--- config.mk ---
export PLATFORM = sky130hd
export DESIGN_NAME = weekly_alarm_next_offset_unit
export DESIGN_NICKNAME = d
export VERILOG_FILES = /design/src/rtl/wano_pkg.sv /design/src/rtl/wano_offset_pipe.sv /design/src/rtl/wano_select.sv /design/src/rtl/weekly_alarm_next_offset_unit.sv
export SDC_FILE = /design/constraint.sdc
export NUM_CORES = 1
export LEC_CHECK = 0
export BUFFER_PORTS_ARGS = -buffer_cell sky130_fd_sc_hd__buf_4
export CAP_MARGIN = 20
export CELL_PAD_IN_SITES_DETAIL_PLACEMENT = 1
export CELL_PAD_IN_SITES_GLOBAL_PLACEMENT = 2
export CORE_MARGIN = 3
export CORE_UTILIZATION = 36
export DETAILED_ROUTE_END_ITERATION = 6
export PLACE_DENSITY_LB_ADDON = 0.1
export RECOVER_POWER = 100
export SLEW_MARGIN = 20
export SYNTH_ARGS = -nofsm -noshare
export SYNTH_HDL_FRONTEND = slang
export SYNTH_SLANG_ARGS = --single-unit
--- constraint.sdc ---
create_clock -name clk -period 5.29 [get_ports clk]
set_input_delay 1.058 -clock clk [delete_from_list [all_inputs] [get_ports clk]]
set_output_delay 1.058 -clock clk [all_outputs]
set_load 0.01 [all_outputs]
--- src/rtl/wano_pkg.sv ---
// types and constants of the weekly alarm next offset unit
package wano_pkg;

	localparam int DAY_MINUTES  = 1440;
	localparam int HOUR_MINUTES = 60;
	localparam int WEEK_DAYS    = 7;
	localparam int MAX_OFFSET   = 10080;

	localparam int OFF_W = 14;

	typedef enum logic [2:0] {
		REG_FIRST_ENABLE   = 3'd0,
		REG_FIRST_HOUR     = 3'd1,
		REG_FIRST_MINUTE   = 3'd2,
		REG_FIRST_DAYS     = 3'd3,
		REG_SECOND_ENABLE  = 3'd4,
		REG_SECOND_HOUR    = 3'd5,
		REG_SECOND_MINUTE  = 3'd6,
		REG_SECOND_DAYS    = 3'd7
	} cfg_reg_e;

	typedef struct packed {
		logic [2:0] weekday;
		logic [4:0] now_hour;
		logic [5:0] now_minute;
		logic       match_now;
		logic       switch_on;
	} query_t;

	typedef struct packed {
		logic             found;
		logic             which_alarm;
		logic [OFF_W-1:0] minutes_until;
		logic             due;
	} result_t;

	typedef struct packed {
		logic       enable;
		logic [4:0] hour;
		logic [5:0] minute;
		logic [6:0] days;
	} alarm_cfg_t;

	typedef struct packed {
		logic             act;
		logic [OFF_W-1:0] off;
	} alarm_res_t;

endpackage

--- src/rtl/wano_offset_pipe.sv ---
// two pipeline stages computing one alarm's offset in minutes
module wano_offset_pipe
	import wano_pkg::*;
(
	input  logic       clk,
	input  alarm_cfg_t cfg,
	input  query_t     query,
	output alarm_res_t res
);

	// stage 1 signals
	logic [2:0]        wd_norm;
	logic [2:0]        wd_base;
	logic [3:0]        rot_idx [WEEK_DAYS];
	logic [6:0]        rot;
	logic              ahead;
	logic              same_min;
	logic signed [5:0] hour_diff;
	logic signed [6:0] min_diff;
	logic signed [14:0] tdiff;

	logic               act_s1;
	logic               today_ok_s1;
	logic [6:1]         later_s1;
	logic signed [14:0] tdiff_s1;

	// stage 2 signals
	logic [2:0]         day_k;
	logic [OFF_W-1:0]   day_off;
	logic signed [14:0] off_sum;
	logic [OFF_W-1:0]   off_clamp;

	logic               act_s2;
	logic [OFF_W-1:0]   off_s2;

	// rotate the day mask so bit 0 is today, weekday zero reads as seven
	always_comb begin
		wd_norm = (query.weekday == 3'd0) ? 3'd7 : query.weekday;
		wd_base = wd_norm - 3'd1;
		for (int i = 0; i < WEEK_DAYS; i++) begin
			rot_idx[i] = {1'b0, wd_base} + 4'(i);
			if (rot_idx[i] >= 4'(WEEK_DAYS)) begin
				rot_idx[i] = rot_idx[i] - 4'(WEEK_DAYS);
			end
			rot[i] = cfg.days[rot_idx[i][2:0]];
		end
	end

	// time of day compare and signed time difference
	always_comb begin
		same_min  = (cfg.hour == query.now_hour) && (cfg.minute == query.now_minute);
		ahead     = (cfg.hour > query.now_hour) ||
			((cfg.hour == query.now_hour) && (cfg.minute > query.now_minute));
		hour_diff = $signed({1'b0, cfg.hour} - {1'b0, query.now_hour});
		min_diff  = $signed({1'b0, cfg.minute} - {1'b0, query.now_minute});
		tdiff     = 15'(hour_diff) * 15'(HOUR_MINUTES) + 15'(min_diff);
	end

	always_ff @(posedge clk) begin
		act_s1      <= query.switch_on && cfg.enable && (cfg.days != 7'd0);
		today_ok_s1 <= rot[0] && (ahead || (query.match_now && same_min));
		later_s1    <= rot[6:1];
		tdiff_s1    <= tdiff;
	end

	// first selected day ahead, a full week when none
	always_comb begin
		day_k = 3'd7;
		for (int i = 6; i >= 1; i--) begin
			if (later_s1[i]) begin
				day_k = 3'(i);
			end
		end
		if (today_ok_s1) begin
			day_k = 3'd0;
		end
		day_off = 14'({11'd0, day_k} * 14'(DAY_MINUTES));
		off_sum = $signed({1'b0, day_off}) + tdiff_s1;
		if (off_sum < 15'sd0) begin
			off_clamp = '0;
		end else if (off_sum > 15'(MAX_OFFSET)) begin
			off_clamp = 14'(MAX_OFFSET);
		end else begin
			off_clamp = off_sum[OFF_W-1:0];
		end
	end

	always_ff @(posedge clk) begin
		act_s2 <= act_s1;
		off_s2 <= off_clamp;
	end

	assign res.act = act_s2;
	assign res.off = off_s2;

endmodule

--- src/rtl/wano_select.sv ---
// output stage picking the sooner of the two alarms
module wano_select
	import wano_pkg::*;
(
	input  logic       clk,
	input  logic       arst_n,
	input  logic       valid_s2,
	input  alarm_res_t res0,
	input  alarm_res_t res1,
	output logic       valid_s3,
	output result_t    result_s3
);

	result_t pick;

	// ties go to alarm 0, nothing found gives all zero
	always_comb begin
		pick = '0;
		if (res0.act && res1.act) begin
			pick.found = 1'b1;
			if (res1.off < res0.off) begin
				pick.which_alarm   = 1'b1;
				pick.minutes_until = res1.off;
			end else begin
				pick.minutes_until = res0.off;
			end
		end else if (res0.act) begin
			pick.found         = 1'b1;
			pick.minutes_until = res0.off;
		end else if (res1.act) begin
			pick.found         = 1'b1;
			pick.which_alarm   = 1'b1;
			pick.minutes_until = res1.off;
		end
		pick.due = pick.found && (pick.minutes_until == '0);
	end

	// strobe for the output transfer
	always_ff @(posedge clk or negedge arst_n) begin
		if (!arst_n) begin
			valid_s3 <= 1'b0;
		end else begin
			valid_s3 <= valid_s2;
		end
	end

	always_ff @(posedge clk) begin
		result_s3 <= pick;
	end

endmodule

--- src/rtl/weekly_alarm_next_offset_unit.sv ---
// top level of the weekly alarm next offset unit
// Usage:
//   A query (weekday, hour, minute, match flag, master switch) is taken at a
//   rising edge with start high and busy low. busy stays low: the unit takes
//   a query in every cycle.
//   Each query yields one result (found, which alarm, minutes until, due),
//   shown on result for a single cycle with result_valid high. The receiver
//   cannot hold it off, and it needs not: results leave at the input rate.
//   The stages in order: the day mask rotation and time difference stage,
//   the day search and offset clamp stage, then the alarm pick stage that
//   drives the output register.
//   Throughput is one query per cycle: every stage advances on each clock
//   and no stage feeds back into an earlier one.
//   The two alarms are set through cfg_we, cfg_index, cfg_data, one register
//   per write, taken at once; write them only while no query is in flight.
//   Reset clears all alarm settings and the stage valid bits; no query is
//   lost or repeated since no stage ever stalls.
module weekly_alarm_next_offset_unit
	import wano_pkg::*;
(
	input  logic       clk,
	input  logic       arst_n,
	input  logic       start,
	output logic       busy,
	input  query_t     query,
	input  logic       cfg_we,
	input  logic [2:0] cfg_index,
	input  logic [6:0] cfg_data,
	output logic       result_valid,
	output result_t    result
);

	alarm_cfg_t alarm0_q;
	alarm_cfg_t alarm1_q;
	alarm_res_t res0;
	alarm_res_t res1;
	logic       valid_s1;
	logic       valid_s2;

	// the pipeline never stalls
	assign busy = 1'b0;

	// alarm setting registers
	always_ff @(posedge clk or negedge arst_n) begin
		if (!arst_n) begin
			alarm0_q <= '0;
			alarm1_q <= '0;
		end else if (cfg_we) begin
			case (cfg_reg_e'(cfg_index))
				REG_FIRST_ENABLE:  alarm0_q.enable <= cfg_data[0];
				REG_FIRST_HOUR:    alarm0_q.hour   <= cfg_data[4:0];
				REG_FIRST_MINUTE:  alarm0_q.minute <= cfg_data[5:0];
				REG_FIRST_DAYS:    alarm0_q.days   <= cfg_data;
				REG_SECOND_ENABLE: alarm1_q.enable <= cfg_data[0];
				REG_SECOND_HOUR:   alarm1_q.hour   <= cfg_data[4:0];
				REG_SECOND_MINUTE: alarm1_q.minute <= cfg_data[5:0];
				REG_SECOND_DAYS:   alarm1_q.days   <= cfg_data;
				default: ;
			endcase
		end
	end

	// valid bits alongside the offset stages
	always_ff @(posedge clk or negedge arst_n) begin
		if (!arst_n) begin
			valid_s1 <= 1'b0;
			valid_s2 <= 1'b0;
		end else begin
			valid_s1 <= start && !busy;
			valid_s2 <= valid_s1;
		end
	end

	wano_offset_pipe u_pipe0 (
		.clk   (clk),
		.cfg   (alarm0_q),
		.query (query),
		.res   (res0)
	);

	wano_offset_pipe u_pipe1 (
		.clk   (clk),
		.cfg   (alarm1_q),
		.query (query),
		.res   (res1)
	);

	wano_select u_select (
		.clk       (clk),
		.arst_n    (arst_n),
		.valid_s2  (valid_s2),
		.res0      (res0),
		.res1      (res1),
		.valid_s3  (result_valid),
		.result_s3 (result)
	);

endmodule

==> results of run 1 <==
## state kept, by name, indices dropped and copies added (netlist names)
name and count:
alarm0_q 19, alarm1_q 19, u_pipe0.act_s1 1, u_pipe0.act_s2 1, u_pipe0.later_s1 6, u_pipe0.off_s2 14
u_pipe0.tdiff_s1 14, u_pipe0.today_ok_s1 1, u_pipe1.act_s1 1, u_pipe1.act_s2 1, u_pipe1.later_s1 6, u_pipe1.off_s2 14
u_pipe1.tdiff_s1 14, u_pipe1.today_ok_s1 1, u_select.result_s3 17, u_select.valid_s3 1, valid_s1 1, valid_s2 1
## cell usage in the layout (no fill, tap or decap), drive strengths merged, types with 46 or more instances in the layout
cell | synthesis | final
inv | 131 | 134
dfxtp | 91 | 91
mux2 | 46 | 46
o21ai | 61 | 61
ha | 134 | 134
nand2 | 66 | 66
xnor2 | 51 | 51
a21oi | 63 | 63
buf | 9 | 135
nor2 | 73 | 73
## cell families (layout without fill, tap and decap cells)
group,count (synthesis),after routing,share of synthesized area (%)
simple gates,257,257,12.5
compound gates,245,245,15.6
fa+ha+maj,159,159,21.3
buf+inv,156,324,5.92
flops,132,132,27.9
mux,83,83,9.81
xor+xnor,76,76,6.87
other cells,1,1,0.0367
## per-layer routing
metal	vias up	part of all wire [%]	GRT usage [%]
li1	4191	-	-
met1	4014	49	24.6
met2	86	48	29.9
met3	14	2.1	2.60
met4	0	0.86	3.38
met5	-	0	0
## area by class of cell
class,count,area [um2],share of cell area [%]
well taps,378,473,3.70
clock buffers,18,439,3.44
clock inverters,14,153,1.20
inverters,132,499,3.91
flip-flops and latches,132,2850,22.3
repair buffers,160,1140,8.93
multi-input cells,821,7220,56.5
## per-stage QoR
step | TNS [ns] | hold slack [ns] | cells | cell area, um2 | utilization [%]
floorplan | -0.333 | 0.310 | 1109 | 10400 | -
global placement | -2.03 | 0.311 | 1604 | 11800 | 42.4
detailed placement | -2.97 | 0.318 | 1604 | 11800 | 42.4
CTS | -0.117 | 0.331 | 1644 | 12500 | 45.0
global route | -1.54 | 0.345 | 1655 | 12800 | 45.8
finish | -0.467 | 0.334 | 1655 | 12800 | 45.8
## worst max-delay path: stages
cell,delay [ns]
buf_6,0.07
clkinvlp_4,0.17
buf_6,0.18
fa_2,0.36
a21o_1,0.18
a21oi_2,0.19
xnor2_2,0.20
inv_2,0.10
fa_1,0.58
inv_2,0.04
fa_1,0.50
ha_4,0.30
o21ai_1,0.06
nand2_1,0.08
a21o_1,0.13
a21oi_2,0.06
o31a_1,0.32
xnor2_2,0.14
ha_1,0.34
inv_2,0.08
and3_4,0.16
a2111oi_4,0.31
nand3_1,0.12
## timing repair
item,CTS,global route
setup buffers,8,12
pin swaps,20,54
setup endpoints to repair,3,7
gates resized for setup,15,47
hold buffers,0,0
## worst paths after layout
kind	start	endpoint	cells past startpoint
max reg2reg	alarm0_q[13]	u_pipe0.tdiff_s1[12]	23
min	u_pipe0.act_s1	u_pipe0.act_s2	0
max	query[9]	u_pipe0.tdiff_s1[12]	23
max in group asynchronous	arst_n	alarm1_q[8]	1
min reg2reg	u_pipe0.act_s1	u_pipe0.act_s2	0
min in group asynchronous	arst_n	alarm0_q[3]	1
## synthesized netlist by cell type (8+ instances only)
library cell,count
a31oi_1,8
clkbuf_1,15
dfxtp_1,91
nand2b_1,10
a21o_1,27
inv_1,131
xor2_1,23
nand3_1,11
nand2_1,66
nand4_1,8
o21ai_0,61
a21oi_1,62
mux2_2,46
a22o_1,11
and3_1,9
nor3_1,21
mux2i_1,28
nor2b_1,21
ha_1,134
dfrtp_1,41
xnor2_1,50
nor2_1,71
fa_1,25
==> results by group, run 1 <==
Run status
  • Outcome: complete, but fails checks
  • Failing checks: max-capacitance violations, max-slew violations, negative setup slack

Cells and area
  • Final Net Count: 1453
  • Layout cells sized above 1: 23.7%
  • P&R area growth vs syn: 25.2%
  • Inserted Diodes: 0
  • Filler Cells Inserted: 3232

Timing
  • Setup ws final: -0.160 ns
  • Rel. slew slack: -48.3%
  • Fmax achieved: 0.183 GHz
  • Setup Skew: 0.0108 ns
  • Slew @ Worst Pin: 2.22 ns
  • Post-route minimum period: 5.45 ns
  • Final period util: 103%
  • Unrepaired setup endpoints after global routing: true
  • Max Slew Vio Count: 42
  • Setup-failing EPs final: 4
  • Final Hold Viols: 0

Clocking
  • Clock tree buffer depth: 2
  • Worst-path clk slew: 0.06 ns
  • Skew-Pair Late Insertion Delay: 0.42 ns
  • CTS Sinks: 132
  • Root Buffer: clkbuf_16
  • Max H-tree Level: 4
  • Total CTS buffers: 17
  • CTS tree: yes

Die
  • Initial core utilization: 36.6%
  • Top Ports: 49
  • Core area: 0.0279 mm2
  • Die H: 174 um
  • Number of core rows: 61
  • Die area: 0.0304 mm2
  • Die width: 174 um

Synth
  • Top_reg_cell synth: dfxtp_1
  • Mapped Cells: 1109
  • Synthesized Nets: 1298
  • Async SR Flop Fraction: 31.1%
  • Register area share after synthesis: 27.9%
  • Synth top area share: 17.9%
  • Post-synth EDFFs: 0
  • Yosys warnings: 0
  • Synthesized area: 0.0102 mm2
  • Library cells used by synthesis: 75
  • Area contributors post-synth: dfxtp_1, ha_1, dfrtp_1
  • Syn Area/Cell: 9.20 um2
  • Area leader, netlist: dfxtp_1
  • Number of synthesized register bits: 132

Setup path
  • Max FO, Critical Path: 6
  • Crit path kind: primary input to flop
  • Critical Path RT: 5.58 ns
  • Setup crit end kind: flop
  • Startpoint types: primary input
  • CP arrival: 5.74 ns
  • Slack of the worst reg-to-reg path: 0.14 ns

Placed design
  • Buffers on Ports: 47
  • Dpl hpwl: 21.4 mm
  • Placement Setup Slack: -0.569 ns
  • GPL Wtd Cong: 0.758

Hold path
  • Hold crit path type: flop to flop

GRT
  • Total GRT Usage: 17.8%
  • Initial antenna violation count: 0
  • First-pass GRT wire length: 44.3 mm
  • Vias in the first global route: 8702
  • Grt ovf: 0
  • Largest net degree at the start of global routing: 42

Run
  • Max-Cap Viols: 1

Drt
  • TritonRoute pass-1 iters: 5
  • Total wire length: 27.0 mm
  • Via density: 5.02
  • Vias: 8305
  • Wire per inst: 16.3 um
  • Drc violations: 0
  • ANT nets after route: 0
  • Iter 0 DRT Violations: 255
Power of run 1 is not shown: default switching activity piles up to over one toggle a cycle in this logic, so the estimate is an artifact.
==> inputs of run 2 (changes only) <==
--- a/config.mk
+++ b/config.mk
@@ -9,7 +9,6 @@
 export CAP_MARGIN = 20
 export CELL_PAD_IN_SITES_DETAIL_PLACEMENT = 1
 export CELL_PAD_IN_SITES_GLOBAL_PLACEMENT = 2
-export CORE_MARGIN = 3
 export CORE_UTILIZATION = 36
 export DETAILED_ROUTE_END_ITERATION = 6
 export PLACE_DENSITY_LB_ADDON = 0.1
@@ -17,4 +16,5 @@
 export SLEW_MARGIN = 20
 export SYNTH_ARGS = -nofsm -noshare
 export SYNTH_HDL_FRONTEND = slang
+export SYNTH_HIERARCHICAL = 1
 export SYNTH_SLANG_ARGS = --single-unit
==> run 2 against run 1 <==
  * The flow finishes with violations (max-capacitance violations, max-slew violations)
  * Flip-flop and latch count did not move
  * Die area increased by 3.4%
  * Critical path depth up 1
  * Setup slack better by 0.17 ns
  * Highest routed layer unchanged
==> results by group, run 2 <==
Drt
  • Iter 0 DRT Violations: 306 (was 255)
  • Via density: 5.14 (was 5.02)
  • ANT nets after route: 0 (unchanged)
  • TritonRoute pass-1 iters: 4 (was 5)
  • Vias: 9068 (was 8305)
  • Total wire length: 29.8 mm (was 27.0 mm)
  • Wire per inst: 16.9 um (was 16.3 um)
  • Drc violations: 0 (unchanged)

Hold path
  • Hold crit path type: flop to flop (unchanged)
  • HP Start: valid_s1 (was u_pipe0.act_s1)
  • Worst hold path cell count: 0 (unchanged)
  • Hold endpoint: valid_s2 (was u_pipe0.act_s2)

Setup path
  • Critical path launch point: query[8] (was query[9])
  • Crit Reg-Reg Startpoint: alarm0_q[13] (unchanged)
  • Slowest-stage cell, CP: fa_1 (unchanged)
  • CP arrival: 5.58 ns (was 5.74 ns)
  • Crit path kind: primary input to flop (unchanged)
  • Max FO, Critical Path: 3 (was 6)
  • Critical Path RT: 5.59 ns (was 5.58 ns)
  • Largest stage delay, worst path: 0.53 ns (was 0.58 ns)
  • Reg2Reg Depth: 23 (unchanged)
  • Critical Path, Cell by Cell: buf_8, buf_6, ha_4, inv_2, fa_2, buf_6, xor2_2, ha_1, inv_2, fa_1, fa_1, inv_2, ha_4, nor2b_4, o21ai_2, a21boi_2, o21ai_1, nand2b_1, a31oi_1, xnor2_1, ha_1, mux2_4, a311oi_2, o311ai_1 (was buf_6, clkinvlp_4, buf_6, fa_2, a21o_1, a21oi_2, xnor2_2, inv_2, fa_1, inv_2, fa_1, ha_4, o21ai_1, nand2_1, a21o_1, a21oi_2, o31a_1, xnor2_2, ha_1, inv_2, and3_4, a2111oi_4, nand3_1)
  • Startpoint types: primary input (unchanged)
  • CP most frequent cell: inv_2 (unchanged)
  • Worst r2r dst: u_pipe0/tdiff_s1[12] (was u_pipe0.tdiff_s1[12])
  • Slack of the worst reg-to-reg path: 0.28 ns (was 0.14 ns)
  • Setup crit end kind: flop (unchanged)

Timing
  • Final period util: 99.8% (was 103%)
  • Slew @ Worst Pin: 2.19 ns (was 2.22 ns)
  • Final Hold Viols: 0 (unchanged)
  • Post-route minimum period: 5.28 ns (was 5.45 ns)
  • Setup Skew: 0.00962 ns (was 0.0108 ns)
  • Rel. slew slack: -46.2% (was -48.3%)
  • Setup-failing EPs final: 0 (was 4)
  • Unrepaired setup endpoints after global routing: true (unchanged)
  • Fmax achieved: 0.189 GHz (was 0.183 GHz)
  • Max Slew Vio Count: 42 (unchanged)

Cells and area
  • Area of the multi-input gates: 0.00765 mm2 (was 0.00722 mm2)
  • P&R area growth vs syn: 18.1% (was 25.2%)
  • Filler Cells Inserted: 3533 (was 3232)
  • Final Net Count: 1559 (was 1453)
  • Layout cells sized above 1: 18.2% (was 23.7%)
  • Seq. cell area: 0.00285 mm2 (unchanged)
  • Layout Utilization: 43.6% (was 45.8%)
  • Commonest non-fill, non-tap cells in the layout: ha_1, inv_1, buf_4, nor2_1, dfxtp_1 (was buf_4, inv_1, ha_1, dfxtp_1, nor2_1)
  • Commonest non-fill, non-tap cell in the layout: ha_1 (was buf_4)
  • Inserted Diodes: 0 (unchanged)
  • Top flop regs: alarm0_q (19), alarm1_q (19), u_select/result_s3 (17) (was alarm0_q (19), alarm1_q (19), u_select.result_s3 (17))

Die
  • Core area: 0.0300 mm2 (was 0.0279 mm2)
  • Initial core utilization: 36.9% (was 36.6%)
  • Top Ports: 49 (unchanged)
  • Die H: 177 um (was 174 um)
  • Number of core rows: 63 (was 61)
  • Die area: 0.0314 mm2 (was 0.0304 mm2)
  • Die width: 177 um (was 174 um)

Synth
  • Mux cell area share after synthesis: 10.1% (was 9.81%)
  • Syn Area/Cell: 9.01 um2 (was 9.20 um2)
  • Post-synthesis compound-gate area fraction: 16.3% (was 15.6%)
  • Number of synthesized register bits: 132 (unchanged)
  • Area contributors post-synth: dfxtp_1, ha_1, dfrtp_1 (unchanged)
  • Synth cell count leaders: ha_1, inv_1, nor2_1 (was ha_1, inv_1, dfxtp_1)
  • Top_reg_cell synth: dfxtp_1 (unchanged)
  • Synthesized Nets: 1425 (was 1298)
  • Post-synth EDFFs: 0 (unchanged)
  • Synth top area share: 16.5% (was 17.9%)
  • Yosys warnings: 6 (was 0)
  • Most instantiated library cell after synthesis: ha_1 (unchanged)
  • XOR/XNOR Fraction of Synth Area: 6.21% (was 6.87%)
  • Area leader, netlist: dfxtp_1 (unchanged)
  • Synth Area in Simple Gates: 14.6% (was 12.5%)
  • Async SR Flop Fraction: 31.1% (unchanged)
  • Library cells used by synthesis: 92 (was 75)
  • Synthesized area: 0.0111 mm2 (was 0.0102 mm2)
  • Register area share after synthesis: 25.7% (was 27.9%)
  • Largest family of logic cells by synthesized area: adder cells (unchanged)
  • Mapped Cells: 1228 (was 1109)
  • Adder-cell share of the synthesized area: 20.7% (was 21.3%)

GRT
  • Largest net degree at the start of global routing: 42 (unchanged)
  • Vias in the first global route: 9414 (was 8702)
  • Total GRT Usage: 19.7% (was 17.8%)
  • Grt ovf: 0 (unchanged)
  • Initial antenna violation count: 0 (unchanged)
  • First-pass GRT wire length: 48.5 mm (was 44.3 mm)

Clocking
  • Max H-tree Level: 4 (unchanged)
  • Root Buffer: clkbuf_16 (unchanged)
  • Clock tree buffer depth: 2 (unchanged)
  • CTS Sinks: 132 (unchanged)
  • CTS tree: yes (unchanged)
  • Total CTS buffers: 17 (unchanged)
  • CTS hold repair buffers: 0 (unchanged)
  • Skew-Pair Late Insertion Delay: 0.42 ns (about the same)
  • Worst-path clk slew: 0.06 ns (about the same)

Placed design
  • Dpl hpwl: 24.1 mm (was 21.4 mm)
  • GPL Wtd Cong: 0.797 (was 0.758)
  • Buffers on Ports: 47 (unchanged)

Run
  • Max-Cap Viols: 1 (unchanged)

Run status
  • Outcome: complete, but fails checks (unchanged)
  • Failing checks: max-capacitance violations, max-slew violations (was max-capacitance violations, max-slew violations, negative setup slack)
==> run 2: repair_timing <==
| action | in CTS | in global routing |
|---|---|---|
| setup endpoints to repair | 2 | 9 |
| pin swaps | 4 | 31 |
| setup buffers | 3 | 7 |
| resized for setup | 3 | 36 |
==> run 2: layer usage <==
| layer | GRT usage, % | vias to the layer above | share of wire (%) |
|---|---|---|---|
| li1 | - | 4577 | - |
| met1 | 26.0 | 4375 | 49 |
| met2 | 33.1 | 95 | 47 |
| met3 | 3.04 | 21 | 2.3 |
| met4 | 5.34 | 0 | 1.8 |
| met5 | 0 | - | 0 |
==> run 2: through the flow <==
stage	setup TNS (ns)	std cells	setup WS, ns	hold WS, ns	cell area [um2]
2_1_floorplan	-0.0575	1228	-0.0575	0.310	11100
3_3_place_gp	-2.30	1723	-0.356	0.334	12400
3_5_place_dp	-3.17	1723	-0.481	0.337	12400
4_1_cts	0	1757	0.00775	0.350	13000
5_1_grt	-0.458	1764	-0.188	0.353	13100
6_report	0	1764	0.0118	0.348	13100
==> run 2: kinds of logic after synthesis <==
kind of cell / Yosys count
buffers and inverters: 165
and+or+nand+nor: 322
AOI/OAI and AO/OA: 267
adders and majority gates: 167
xor gates and xnor gates: 76
muxes: 98
DFF: 132
other: 1
==> run 2: area by class of cell <==
type	count	area share, %
multi-input cells	931	58.6
well taps	390	3.73
flip-flops and latches	132	21.8
inverters	140	4.07
clock buffers	18	3.36
clock inverters	13	0.957
repair buffers	140	7.52
==> run 2: worst max path at each step <==
stage / endpoint / cells past startpoint / slack [ns]
floorplan: u_pipe0/tdiff_s1[12] / 22 / -0.06
global placement: u_pipe1/tdiff_s1[12] / 21 / -0.36
detailed placement: u_pipe1/tdiff_s1[12] / 21 / -0.48
CTS: u_pipe0/tdiff_s1[12] / 22 / 0.008
global route: u_pipe0/tdiff_s1[12] / 24 / -0.19
finish: u_pipe0/tdiff_s1[12] / 24 / 0.01
==> run 2: critical path, delay by kind of cell <==
| family | cells | cell delay, ns |
|---|---|---|
| AOI/OAI and AO/OA | 6 | 0.95 |
| muxes | 1 | 0.31 |
| and+or+nand+nor | 2 | 0.21 |
| adders and majority gates | 7 | 2.39 |
| xor gates and xnor gates | 2 | 0.25 |
| buffers and inverters | 6 | 0.43 |
Power of run 2 is left out for the same reason.
